File: config.mk
export PLATFORM = sky130hd
export DESIGN_NAME = tftp_packet_deframer
export DESIGN_NICKNAME = d
export VERILOG_FILES = /design/src/rtl/tfd_pkg.sv /design/src/rtl/tftp_packet_deframer.sv /design/src/rtl/tfd_parser.sv
export SDC_FILE = /design/constraint.sdc
export NUM_CORES = 1
export LEC_CHECK = 0
export ABC_AREA = 1
export BUFFER_PORTS_ARGS = -buffer_cell sky130_fd_sc_hd__buf_2
export CORE_MARGIN = 2
export CORE_UTILIZATION = 45
export DETAILED_ROUTE_END_ITERATION = 8
export PLACE_DENSITY = 0.74
export SETUP_SLACK_MARGIN = 0.2
export SLEW_MARGIN = 20
export SYNTH_ARGS = -nofsm -noshare
export SYNTH_HDL_FRONTEND = slang
export SYNTH_SLANG_ARGS = --single-unit
File: constraint.sdc
create_clock -name i_clk -period 3.6 [get_ports i_clk]
set_clock_uncertainty 0.1 [all_clocks]
set_input_delay 0.72 -clock i_clk [delete_from_list [all_inputs] [get_ports i_clk]]
set_output_delay 0.72 -clock i_clk [all_outputs]
set_load 0.005 [all_outputs]
File: src/rtl/tfd_pkg.sv
package tfd_pkg;

    // parse phases of one packet
    typedef enum logic [3:0] {
        PH_OP_HI,
        PH_OP_LO,
        PH_SIZE_HI,
        PH_SIZE_LO,
        PH_DBLK_HI,
        PH_DBLK_LO,
        PH_PAYLOAD,
        PH_ABLK_HI,
        PH_ABLK_LO,
        PH_CODE_HI,
        PH_CODE_LO,
        PH_MSG,
        PH_FLAG,
        PH_NAME
    } t_phase;

    // opcodes on the wire
    localparam logic [15:0] OP_DATA  = 16'd3;
    localparam logic [15:0] OP_ACK   = 16'd4;
    localparam logic [15:0] OP_ERROR = 16'd5;
    localparam logic [15:0] OP_BCAST = 16'd9;

    // broadcast flag value for an added file, string terminator
    localparam logic [7:0] FLAG_ADDED = 8'd1;
    localparam logic [7:0] CHAR_NUL   = 8'd0;

    // packet type codes
    localparam logic [2:0] TYPE_DATA    = 3'd0;
    localparam logic [2:0] TYPE_ACK     = 3'd1;
    localparam logic [2:0] TYPE_ERROR   = 3'd2;
    localparam logic [2:0] TYPE_BCAST   = 3'd3;
    localparam logic [2:0] TYPE_UNKNOWN = 3'd4;

    // event kinds
    localparam logic EV_BYTE = 1'b0;
    localparam logic EV_DONE = 1'b1;

    // one parse step's result
    typedef struct packed {
        logic        has_result;
        logic [2:0]  packet_type;
        logic        event_kind;
        logic [7:0]  payload_byte;
        logic [15:0] block_number;
        logic [15:0] payload_length;
        logic [15:0] err_code;
        logic        bcast_added;
        logic        end_of_packet;
    } t_result;

endpackage

File: src/rtl/tftp_packet_deframer.sv
// TFTP receive deframer: parses a byte stream into data, ack, error and
// broadcast packets.
// input channel: i_valid / o_ready with i_rx_byte, one byte per request.
// output channel: o_valid / i_ready with the result fields; a byte yields
// zero or one result (payload or filename byte, or packet completion).
// a byte taken is held in the input register and parsed from there; its
// result is then registered in the result register, which offers it.
// throughput is one byte per cycle while the result register is free or
// being emptied: one input register and one result register, with the
// combinational header decode between them.
// when the receiver stalls, the result register holds and the input
// register fills; o_ready then drops until the result is taken.
// bytes that produce no result pass through without waiting on i_ready
// only when the result register is free or being emptied.
// reset (synchronous, active low) empties both registers and returns the
// parser to waiting for the opcode high byte.
module tftp_packet_deframer import tfd_pkg::*; (
    input  logic        i_clk,
    input  logic        i_rst_n,
    input  logic        i_valid,
    output logic        o_ready,
    input  logic [7:0]  i_rx_byte,
    output logic        o_valid,
    input  logic        i_ready,
    output logic [2:0]  o_packet_type,
    output logic        o_event_kind,
    output logic [7:0]  o_payload_byte,
    output logic [15:0] o_block_number,
    output logic [15:0] o_payload_length,
    output logic [15:0] o_err_code,
    output logic        o_bcast_added,
    output logic        o_end_of_packet
);

    logic       r_in_valid;
    logic [7:0] r_in_byte;
    logic       r_out_valid;
    t_result    r_out;
    logic       s_advance;
    t_result    s_result;

    // input byte moves into the parser when the result slot is free or being emptied
    assign s_advance = r_in_valid && (!r_out_valid || i_ready);
    assign o_ready   = !r_in_valid || s_advance;

    tfd_parser u_parser (
        .i_clk    (i_clk),
        .i_rst_n  (i_rst_n),
        .i_step   (s_advance),
        .i_byte   (r_in_byte),
        .o_result (s_result)
    );

    // input register
    always_ff @(posedge i_clk) begin
        if (!i_rst_n) begin
            r_in_valid <= 1'b0;
        end else if (o_ready) begin
            r_in_valid <= i_valid;
        end
    end

    always_ff @(posedge i_clk) begin
        if (o_ready && i_valid) begin
            r_in_byte <= i_rx_byte;
        end
    end

    // result register
    always_ff @(posedge i_clk) begin
        if (!i_rst_n) begin
            r_out_valid <= 1'b0;
        end else if (s_advance) begin
            r_out_valid <= s_result.has_result;
        end else if (i_ready) begin
            r_out_valid <= 1'b0;
        end
    end

    always_ff @(posedge i_clk) begin
        if (s_advance && s_result.has_result) begin
            r_out <= s_result;
        end
    end

    // output ports
    assign o_valid          = r_out_valid;
    assign o_packet_type    = r_out.packet_type;
    assign o_event_kind     = r_out.event_kind;
    assign o_payload_byte   = r_out.payload_byte;
    assign o_block_number   = r_out.block_number;
    assign o_payload_length = r_out.payload_length;
    assign o_err_code       = r_out.err_code;
    assign o_bcast_added    = r_out.bcast_added;
    assign o_end_of_packet  = r_out.end_of_packet;

endmodule

File: src/rtl/tfd_parser.sv
module tfd_parser import tfd_pkg::*; (
    input  logic       i_clk,
    input  logic       i_rst_n,
    input  logic       i_step,
    input  logic [7:0] i_byte,
    output t_result    o_result
);

    t_phase      r_phase, n_phase;
    logic [7:0]  r_hold, n_hold;
    logic [15:0] r_length, n_length;
    logic [15:0] r_remaining, n_remaining;
    logic [15:0] r_block, n_block;
    logic [15:0] r_code, n_code;
    logic        r_add, n_add;

    logic [15:0] s_word;
    logic [15:0] s_rem_dec;
    logic        s_last;

    assign s_word    = {r_hold, i_byte};
    assign s_rem_dec = r_remaining - 16'd1;
    assign s_last    = (s_rem_dec == 16'd0);

    // next phase
    always_comb begin
        n_phase = r_phase;
        case (r_phase)
            PH_OP_HI:   n_phase = PH_OP_LO;
            PH_OP_LO: begin
                case (s_word)
                    OP_DATA:  n_phase = PH_SIZE_HI;
                    OP_ACK:   n_phase = PH_ABLK_HI;
                    OP_ERROR: n_phase = PH_CODE_HI;
                    OP_BCAST: n_phase = PH_FLAG;
                    default:  n_phase = PH_OP_HI;
                endcase
            end
            PH_SIZE_HI: n_phase = PH_SIZE_LO;
            PH_SIZE_LO: n_phase = PH_DBLK_HI;
            PH_DBLK_HI: n_phase = PH_DBLK_LO;
            PH_DBLK_LO: n_phase = (r_length == 16'd0) ? PH_OP_HI : PH_PAYLOAD;
            PH_PAYLOAD: n_phase = s_last ? PH_OP_HI : PH_PAYLOAD;
            PH_ABLK_HI: n_phase = PH_ABLK_LO;
            PH_ABLK_LO: n_phase = PH_OP_HI;
            PH_CODE_HI: n_phase = PH_CODE_LO;
            PH_CODE_LO: n_phase = PH_MSG;
            PH_MSG:     n_phase = (i_byte == CHAR_NUL) ? PH_OP_HI : PH_MSG;
            PH_FLAG:    n_phase = PH_NAME;
            PH_NAME:    n_phase = (i_byte == CHAR_NUL) ? PH_OP_HI : PH_NAME;
            default:    n_phase = PH_OP_HI;
        endcase
    end

    // header field capture
    always_comb begin
        n_hold      = r_hold;
        n_length    = r_length;
        n_remaining = r_remaining;
        n_block     = r_block;
        n_code      = r_code;
        n_add       = r_add;
        case (r_phase)
            PH_OP_HI, PH_SIZE_HI, PH_DBLK_HI, PH_ABLK_HI, PH_CODE_HI: begin
                n_hold = i_byte;
            end
            PH_SIZE_LO: n_length = s_word;
            PH_DBLK_LO: begin
                n_block     = s_word;
                n_remaining = r_length;
            end
            PH_PAYLOAD: n_remaining = s_rem_dec;
            PH_ABLK_LO: n_block = s_word;
            PH_CODE_LO: n_code = s_word;
            PH_FLAG:    n_add = (i_byte == FLAG_ADDED);
            default: begin
            end
        endcase
    end

    // result of this byte
    always_comb begin
        o_result = '0;
        case (r_phase)
            PH_OP_LO: begin
                if (s_word != OP_DATA && s_word != OP_ACK &&
                    s_word != OP_ERROR && s_word != OP_BCAST) begin
                    o_result.has_result    = 1'b1;
                    o_result.packet_type   = TYPE_UNKNOWN;
                    o_result.event_kind    = EV_DONE;
                    o_result.end_of_packet = 1'b1;
                end
            end
            PH_DBLK_LO: begin
                if (r_length == 16'd0) begin
                    o_result.has_result    = 1'b1;
                    o_result.packet_type   = TYPE_DATA;
                    o_result.event_kind    = EV_DONE;
                    o_result.block_number  = s_word;
                    o_result.end_of_packet = 1'b1;
                end
            end
            PH_PAYLOAD: begin
                o_result.has_result     = 1'b1;
                o_result.packet_type    = TYPE_DATA;
                o_result.event_kind     = EV_BYTE;
                o_result.payload_byte   = i_byte;
                o_result.block_number   = r_block;
                o_result.payload_length = r_length;
                o_result.end_of_packet  = s_last;
            end
            PH_ABLK_LO: begin
                o_result.has_result    = 1'b1;
                o_result.packet_type   = TYPE_ACK;
                o_result.event_kind    = EV_DONE;
                o_result.block_number  = s_word;
                o_result.end_of_packet = 1'b1;
            end
            PH_MSG: begin
                if (i_byte == CHAR_NUL) begin
                    o_result.has_result    = 1'b1;
                    o_result.packet_type   = TYPE_ERROR;
                    o_result.event_kind    = EV_DONE;
                    o_result.err_code      = r_code;
                    o_result.end_of_packet = 1'b1;
                end
            end
            PH_NAME: begin
                o_result.has_result  = 1'b1;
                o_result.packet_type = TYPE_BCAST;
                o_result.bcast_added = r_add;
                if (i_byte == CHAR_NUL) begin
                    o_result.event_kind    = EV_DONE;
                    o_result.end_of_packet = 1'b1;
                end else begin
                    o_result.event_kind   = EV_BYTE;
                    o_result.payload_byte = i_byte;
                end
            end
            default: begin
            end
        endcase
    end

    // state registers, advanced once per byte
    always_ff @(posedge i_clk) begin
        if (!i_rst_n) begin
            r_phase     <= PH_OP_HI;
            r_hold      <= '0;
            r_length    <= '0;
            r_remaining <= '0;
            r_block     <= '0;
            r_code      <= '0;
            r_add       <= 1'b0;
        end else if (i_step) begin
            r_phase     <= n_phase;
            r_hold      <= n_hold;
            r_length    <= n_length;
            r_remaining <= n_remaining;
            r_block     <= n_block;
            r_code      <= n_code;
            r_add       <= n_add;
        end
    end

endmodule

* Word-level counts from Yosys, hierarchy flattened
Cells that the tools add are included.
** Cells by class
- $add $sub $neg :: 1
- Eq/ne operators :: 22
- Mux-type cells :: 21
- Reductions and logical operators :: 26
** Operator list (number)
- case mux 4 bit (13 select lines) :: 1
- case mux 16 bit (3 select lines) :: 1
- == test 16 x 3 -> 1 bit, second input constant :: 2
- zero test 16 bit :: 2
- inequality test 16 x 3 -> 1 bit, second input constant :: 2
- case mux 16 bit (2 select lines) :: 1
- case mux 5 bit (6 select lines) :: 1
- == test 4 bit, second input constant :: 6
- == test 16 x 2 -> 1 bit, second input constant :: 1
- == test 16 x 4 -> 1 bit, second input constant :: 1
- == test 4 x 3 -> 1 bit, second input constant :: 4
- two-way mux 16 bit :: 1
- inequality test 16 x 2 -> 1 bit, second input constant :: 1
- inequality test 16 x 4 -> 1 bit, second input constant :: 1
- case mux 4 bit (4 select lines) :: 1
- case mux 8 bit (2 select lines) :: 1
- subtractor 16 x 1 -> 16 bit, second input constant :: 1
- two-way mux 5 bit :: 3
- AND reduction 2 bit :: 7
- == test 4 x 2 -> 1 bit, second input constant :: 2
- == test 8 x 1 -> 1 bit, second input constant :: 1
- zero test 8 bit :: 1
- two-way mux 4 bit :: 2
- two-way mux 8 bit :: 1
- 11 further kinds :: 25
** Word-level totals
- Register bits :: 149
- Word-level logic and storage cells :: 88

* Logic depth before layout (Yosys ltp)
Gate-level depths: netlist of run 1.
- Depth after elaboration :: 7
- Mapped depth :: 15

* Modules after synthesis
From an unflattened synthesis of run 1, not the netlist that was laid out.
** Second synthesis, totals
- Cell total of the unflattened synthesis :: 712
- Area, all modules :: 6530.0 µm²
** By module, submodules not included
- tfd_parser :: instances 1, cells an instance 625, area an instance 4320.4 µm²
- tftp_packet_deframer :: instances 1, cells an instance 87, area an instance 2209.6 µm²

* Worst setup path after synthesis of run 1
Ideal clock, no wire load.
- Kind :: register -> register
- From :: register r_in_byte[6]
- To :: register r_out (netlist bit o_bcast_added) (enable)
- Arrival time :: 2502 ps
- Setup slack :: 582 ps
- Cell stages (with the launch flop) :: 10
- Period minus slack after synthesis :: 3018 ps
- Cell sequence :: edfxtp_1 > inv_1 > nand4_1 > nor3_1 > nand2_1 > clkinv_1 > nand2_1 > nand3_1 > o21ai_1 > inv_1
** Between the ends
- Longest elaborated chain between the ends :: 7
- Elaborated cells on any way between the ends :: 12
** Ends and longest elaborated chain
- from (decl) :: line tftp_packet_deframer.sv:36 : logic [7:0] r_in_byte;
- from (signal assigned) :: line tftp_packet_deframer.sv:65 : r_in_byte <= i_rx_byte;
- inequality test 16 x 2 -> 1 bit or inequality test 16 x 3 -> 1 bit (tied branches) :: line tfd_parser.sv:86 : if (s_word != OP_DATA && s_word != OP_ACK &&
- logical AND 1 bit (2 in series) :: line tfd_parser.sv:86
- logical AND 1 bit :: line tfd_parser.sv:87 : s_word != OP_ERROR && s_word != OP_BCAST) begin
- two-way mux 5 bit :: line tfd_parser.sv:86
- case mux 5 bit (6 select lines) (*) :: line tfd_parser.sv:84 : case (r_phase)
- logical AND 1 bit (*) :: line tftp_packet_deframer.sv:81 : if (s_advance && s_result.has_result) begin
- to (signal assigned) :: line tftp_packet_deframer.sv:82 : r_out <= s_result;
- to (decl) :: line tftp_packet_deframer.sv:38 : t_result r_out;
Mark *: on every way between the ends. The rest lies on a longest branch, timed or not.
A chain may end at the register's enable or synchronous reset.

* Final worst setup path of run 1
- From :: register r_in_byte[7]
- To :: register r_out (netlist bit o_payload_length[0]) (enable)
Same word-level chain as after synthesis.

==> impl_metrics.py, run 1 <==
metrics = {
    "yosys": {
        "ys_types": 36,
        "synth-edff-count": 70,
        "async_flop_share": 0,
        "syn-cell-area_sq_um": 6340,
        "synth_top_area_frac": 0.331,
        "synth_warnings": 0,
        "yosysSeqAreaShare": 0.581,
        "synthCells": 702,
        "syn_avg_cell_area_sq_um": 9.04,
        "dominantRegCellSynth": "dfxtp_1",
        "ys_ff_latch": 149,
        "synth_area_leader_cell": "edfxtp_1",
        "syn_nets": 716,
        "synthTopCellsByArea": "edfxtp_1 (33%), dfxtp_1 (25%), a21oi_1 (6.2%)",
    },
    "layout": {
        "mostFrequentLayoutCells": "nand2_1 (102), nor2_1 (83), a21oi_1 (79), dfxtp_1 (79), buf_2 (75)",
        "layout-drive-gt1-share": 0.199,
        "area_delta_synth_final_pct": 17.3,
        "fin_cells": 963,
        "antenna_cells": 0,
        "nets": 785,
        "final_common_cell": "nand2_1",
    },
    "pwr": {
        "p_clk_frac": 0.482,
        "pwr-share-comb": 0.028,
        "pwr-share-seq": 0.490,
        "power.total_mw": 3.68,
        "p_int_mw": 2.85,
        "p_sw_frac": 0.224,
        "p_leak_nw": 2.95,
        "ir_drop_v": 0.000332,
        "pwr_density_cell_nw_per_um2": 494,
        "switching_power_uw": 825,
    },
    "sta": {
        "hold_violations": 0,
        "max_freq_mhz": 365,
        "fin_crit_sh": 0.761,
        "worst_pin_slew_ps": 753,
        "timing.setup.tns_ps": 0,
        "period_minus_slack_ps": 2740,
        "grt_setup_unrepaired": "no",
        "drv_slew": 0,
        "setup_violations": 0,
        "relSlewSlack": 0.497,
    },
    "floorplanning": {
        "start_util": 0.459,
        "io_pins": 76,
        "die_y_um": 123,
        "dieArea_sq_um": 15100,
        "chipWidth_um": 123,
        "coreArea_sq_um": 13800,
        "num_rows": 43,
    },
    "global_route": {
        "overflow": 0,
        "grt_pass1_wl_mm": 23.5,
        "grt_pass1_vias": 4728,
        "grt.total_usage": 0.206,
        "grt_max_degree": 63,
        "antenna_found_initial": 0,
    },
    "setup_path": {
        "arrival_ps": 2730,
        "r2r_setup_slack_ps": 860,
        "required_ps": 3590,
        "cpMostUsedCell": "nand2_1",
        "crit_fanout": 62,
        "cpMaxStageDelayCell": "edfxtp_1",
        "setup.worst_path.class": "flip-flop to flip-flop",
        "r2r_cells": 10,
        "reg2reg_to": "o_payload_length[0]",
        "critical_path.max_stage_delay_ps": 420,
        "cp-start-kind": "flip-flop",
        "cp_cell_sequence": "inv_1, nand4_1, nor3_1, nand2_1, clkinv_1, nand2_1, nand3_1, o21ai_1, inv_2, buf_12",
        "rr_startpoint": "r_in_byte[7]",
        "critPathCaptureType": "flip-flop",
    },
    "detailed_routing": {
        "routedWlPerCell_um": 15.2,
        "wl_mm": 14.6,
        "drt.antenna.violating_nets": 0,
        "num_vias": 5021,
        "drtPass1Iterations": 5,
        "drt-initial-drc-count": 399,
        "drc_errors": 0,
        "vias_per_cell": 5.21,
    },
    "cts": {
        "cts_sinks": 149,
        "cts_buffers": 17,
        "clk_pin_slew_worst_paths_ps": 70,
        "cts_resized": 0,
        "clk_latency_ps": 430,
        "post_cts_buffers": 0,
        "clock-root-buffer": "clkbuf_16",
        "htree_levels": 4,
        "hold_buffers": 0,
        "cts_tree": "yes",
        "cts_buffer_depth": 2,
    },
    "hold_path": {
        "hp-class": "input port to flip-flop",
        "worstHoldStart": "i_rx_byte[3]",
        "whs_endpoint": "r_in_byte[3]",
        "holdPathStages": 1,
    },
    "status": {
        "status": "complete, no violations",
    },
    "placed_design": {
        "portBuffers": 75,
        "dp_hpwl_mm": 9.64,
        "dp.cells": 932,
        "gp_congestion": 0.907,
    },
    "job": {
        "max_cap_viol_count": 0,
    },
}
## power by group through the flow
| stage | clock network, mW | registers (mW) | logic [mW] |
|---|---|---|---|
| after floorplan | 0 | 1.84 | 0.0608 |
| after global placement | 0 | 1.84 | 0.100 |
| after detailed placement | 0 | 1.84 | 0.102 |
| after CTS | 1.79 | 1.80 | 0.102 |
| after global routing | 1.88 | 1.80 | 0.114 |
| final | 1.77 | 1.80 | 0.103 |
## synth_stat cells, types with 6 or more instances
library cell and number:
buf_2 9, nor2_1 83, nand3_1 24, o21ai_1 24, inv_1 74, o21ai_0 61, dfxtp_1 79, nand2_1 102
nand4_1 9, a221oi_1 6, nor2_2 9, clkbuf_1 16, edfxtp_1 70, nand2_2 9, a21oi_1 79, nor2_4 6
inv_2 9
## sequential cells by signal (all words and copies together), names as in the netlist, 16 cells and up
name and count:
o_block_number 16, o_err_code 16, o_payload_length 16, u_parser.r_block 16
u_parser.r_code 16, u_parser.r_length 16, u_parser.r_remaining 16
## worst max-delay path by stage
stage                                to          from  depth (start not counted)  slack [ps]
finish              o_payload_length[0]  r_in_byte[7]                         10         860
global route        o_payload_length[1]  r_in_byte[6]                         10         590
CTS                  o_block_number[14]  r_in_byte[7]                         10         890
detailed placement   o_block_number[14]  r_in_byte[6]                         10         950
global placement          o_err_code[7]  r_in_byte[5]                         10        1070
floorplan                 o_bcast_added  r_in_byte[6]                          9         580
## critical path: cells and delay by family, from the launching register on
kind | cells | cell delay [ps]
and+or+nand+nor | 5 | 1080
AOI/OAI and AO/OA | 1 | 130
buffers and inverters | 4 | 630
DFF | 1 | 420
## layer usage
metal  up-vias  track usage  share of wire
li1       2495            -              -
met1      2330        0.270           0.46
met2       162        0.321           0.46
met3        34       0.0567          0.051
met4         0       0.0855          0.024
met5         -            0              0
## cell families after synthesis
kind of cell             count (synthesis)  synth area share
buffers and inverters                  113            0.0716
AND/OR/NAND/NOR                        251             0.179
AO/OA/AOI/OAI                          184             0.160
flip-flops                             149             0.581
XOR/XNOR                                 3           0.00414
adder cells (fa/ha/maj)                  2           0.00394
## metrics by stage
stage	area (sq um)	util	hold slack, ps	worst slack [ps]
after floorplan	6340	-	357	582
after global placement	6850	0.495	362	1070
after detailed placement	6850	0.495	388	947
after CTS	7440	0.538	370	889
after global routing	7440	0.538	364	587
final	7440	0.538	380	859
## final cells by class
class                      count  area (sq um)
sequential                   149          3680
inverter                      84           315
tap                          180           225
clock inverter                14           166
clock buffer                  17           425
multi-input combinational    440          2210
fill                        1233          6390
timing repair buffer          79           418
Power figures use the tool's default switching activity.
==> inputs of run 2 (changes only) <==
--- a/config.mk
+++ b/config.mk
@@ -10,7 +10,7 @@
 export CORE_MARGIN = 2
 export CORE_UTILIZATION = 45
 export DETAILED_ROUTE_END_ITERATION = 8
-export PLACE_DENSITY = 0.74
+export PLACE_DENSITY = 0.77
 export SETUP_SLACK_MARGIN = 0.2
 export SLEW_MARGIN = 20
 export SYNTH_ARGS = -nofsm -noshare
==> constraint.sdc (replaced) <==
create_clock -name i_clk -period 2.2 [get_ports i_clk]
set_clock_uncertainty 0.1 [all_clocks]
set_input_delay 0.44 -clock i_clk [delete_from_list [all_inputs] [get_ports i_clk]]
set_output_delay 0.44 -clock i_clk [all_outputs]
set_load 0.005 [all_outputs]
==> impl_metrics.py, run 2 (synthesized netlist as in run 1, its figures left out) <==
metrics = {
    "status": {
        "status": "complete, no violations",
    },
    "detailed_routing": {
        "drc_errors": 0,
        "num_vias": 5262,
        "drtPass1Iterations": 5,
        "vias_per_cell": 5.26,
        "drt.antenna.violating_nets": 0,
        "routedWlPerCell_um": 15.3,
        "wl_mm": 15.3,
        "drt-initial-drc-count": 513,
    },
    "global_route": {
        "grt.total_usage": 0.210,
        "grt_max_degree": 64,
        "grt_pass1_wl_mm": 24.1,
        "met3_usage": 0.0516,
        "antenna_found_initial": 0,
        "overflow": 0,
        "met1_usage": 0.279,
        "gr-usage-met2": 0.328,
        "globalRoute.busiestLayer": "met2",
        "grt_pass1_vias": 4855,
    },
    "hold_path": {
        "hp-class": "input port to flip-flop",
    },
    "cts": {
        "cts_tree": "yes",
        "cts_buffer_depth": 2,
        "clk_latency_ps": 420,
        "hold_buffers": 0,
        "cts_sinks": 149,
        "cts_buffers": 17,
        "clk_pin_slew_worst_paths_ps": 60,
        "htree_levels": 4,
        "clock-root-buffer": "clkbuf_16",
    },
    "layout": {
        "final_common_cell": "nand2_1",
        "antenna_cells": 0,
        "area_delta_synth_final_pct": 24.1,
        "mostFrequentLayoutCells": "nand2_1 (100), a21oi_1 (78), buf_2 (75)",
        "design_area_sq_um": 7870,
        "layout-drive-gt1-share": 0.278,
        "nets": 822,
    },
    "setup_path": {
        "reg2reg_to": "o_block_number[11]",
        "arrival_ps": 2200,
        "r2r_setup_slack_ps": 60,
        "cp-start-kind": "flip-flop",
        "required_ps": 2260,
        "crit_path_end": "o_block_number[11]",
        "crit_fanout": 38,
        "rr_startpoint": "r_in_byte[6]",
        "critPathCaptureType": "flip-flop",
        "startpoint": "r_in_byte[6]",
        "setup.worst_path.class": "flip-flop to flip-flop",
        "r2r_cells": 9,
    },
    "sta": {
        "setup_slack_ps": 63.9,
        "fin_crit_sh": 0.971,
        "worst_pin_slew_ps": 716,
        "max_freq_mhz": 468,
        "drv_slew": 0,
        "period_minus_slack_ps": 2140,
        "grt_setup_unrepaired": "yes",
        "setup_violations": 0,
        "relSlewSlack": 0.522,
        "hold_violations": 0,
    },
    "placed_design": {
        "portBuffers": 75,
        "pre_cts_slack_ps": 125,
        "gp_congestion": 0.913,
        "dp_hpwl_mm": 10.2,
        "dpl_cell_area_sq_um": 7100,
    },
    "floorplanning": {
        "die_y_um": 123,
        "coreArea_sq_um": 13800,
        "num_rows": 43,
        "start_util": 0.459,
        "dieArea_sq_um": 15100,
        "chipWidth_um": 123,
        "io_pins": 76,
    },
    "job": {
        "max_cap_viol_count": 0,
    },
    "pwr": {
        "pwr_density_cell_nw_per_um2": 774,
        "p_leak_nw": 3.17,
        "power.total_mw": 6.09,
        "ir_drop_v": 0.000725,
    },
}
run 2: changes by cell type in the layout (fill, tap and decap cells not counted), sizes merged:
cell,delta
inv,-4
clkinvlp,+2
buf,+37
clkbuf,+3
run 2: per-stage QoR:
stage                     TNS, ps  hold slack (ps)  utilization  cells
after floorplan            -26010              357            -    702
after global placement          0              371        0.513    960
after detailed placement        0              385        0.513    960
after CTS                       0             95.2        0.559    994
after global routing        -2770             95.4        0.569   1001
final                           0              112        0.569   1001
run 2: power breakdown:
| group | internal [mW] | total (mW) | switching (mW) | leakage [nW] |
|---|---|---|---|---|
| clock | 1.78 | 2.94 | 1.16 | 0.291 |
| combinational | 0.0709 | 0.203 | 0.132 | 1.59 |
| sequential | 2.92 | 2.95 | 0.0224 | 1.30 |
| total | 4.78 | 6.09 | 1.31 | 3.17 |
run 2: worst min-delay path by stage:
stage | from | endpoint | slack, ps | cells past startpoint
6_report | i_rx_byte[0] | r_in_byte[0] | 110 | 1
3_3_place_gp | u_parser.r_length[0] | u_parser.r_remaining[0] | 370 | 2
2_1_floorplan | u_parser.r_length[0] | u_parser.r_remaining[0] | 360 | 2
4_1_cts | i_rx_byte[0] | r_in_byte[0] | 100 | 1
5_1_grt | i_rx_byte[1] | r_in_byte[1] | 100 | 1
3_5_place_dp | u_parser.r_remaining[15] | u_parser.r_remaining[15] | 380 | 2
run 2: critical path: stages (launching register included):
cell,delay [ps]
edfxtp_1,420
inv_2,80
nand4_1,220
nor3_2,160
nand3_1,110
nand2_1,130
nor3b_2,70
o21ai_2,180
clkinvlp_4,170
buf_12,200
run 2: layout make-up:
cell class	instances	area (sq um)
inverter	84	322
fill	1178	5960
timing repair buffer	116	724
clock buffer	20	468
clock inverter	12	140
sequential	149	3700
tap	180	225
multi-input combinational	440	2290
run 2: what timing repair did:
item | in CTS | in global routing
endpoints found under the setup margin | 64 | 70
gates resized for setup | 1 | 38
hold endpoints to repair | 0 | 0
buffers inserted | 2 | 7
pin swaps | 0 | 15
run 2: routing by layer:
layer  share of wire  vias to the layer above
met4           0.029                        0
li1                -                     2572
met2            0.47                      183
met1            0.45                     2464
met5               0                        -
met3           0.052                       43
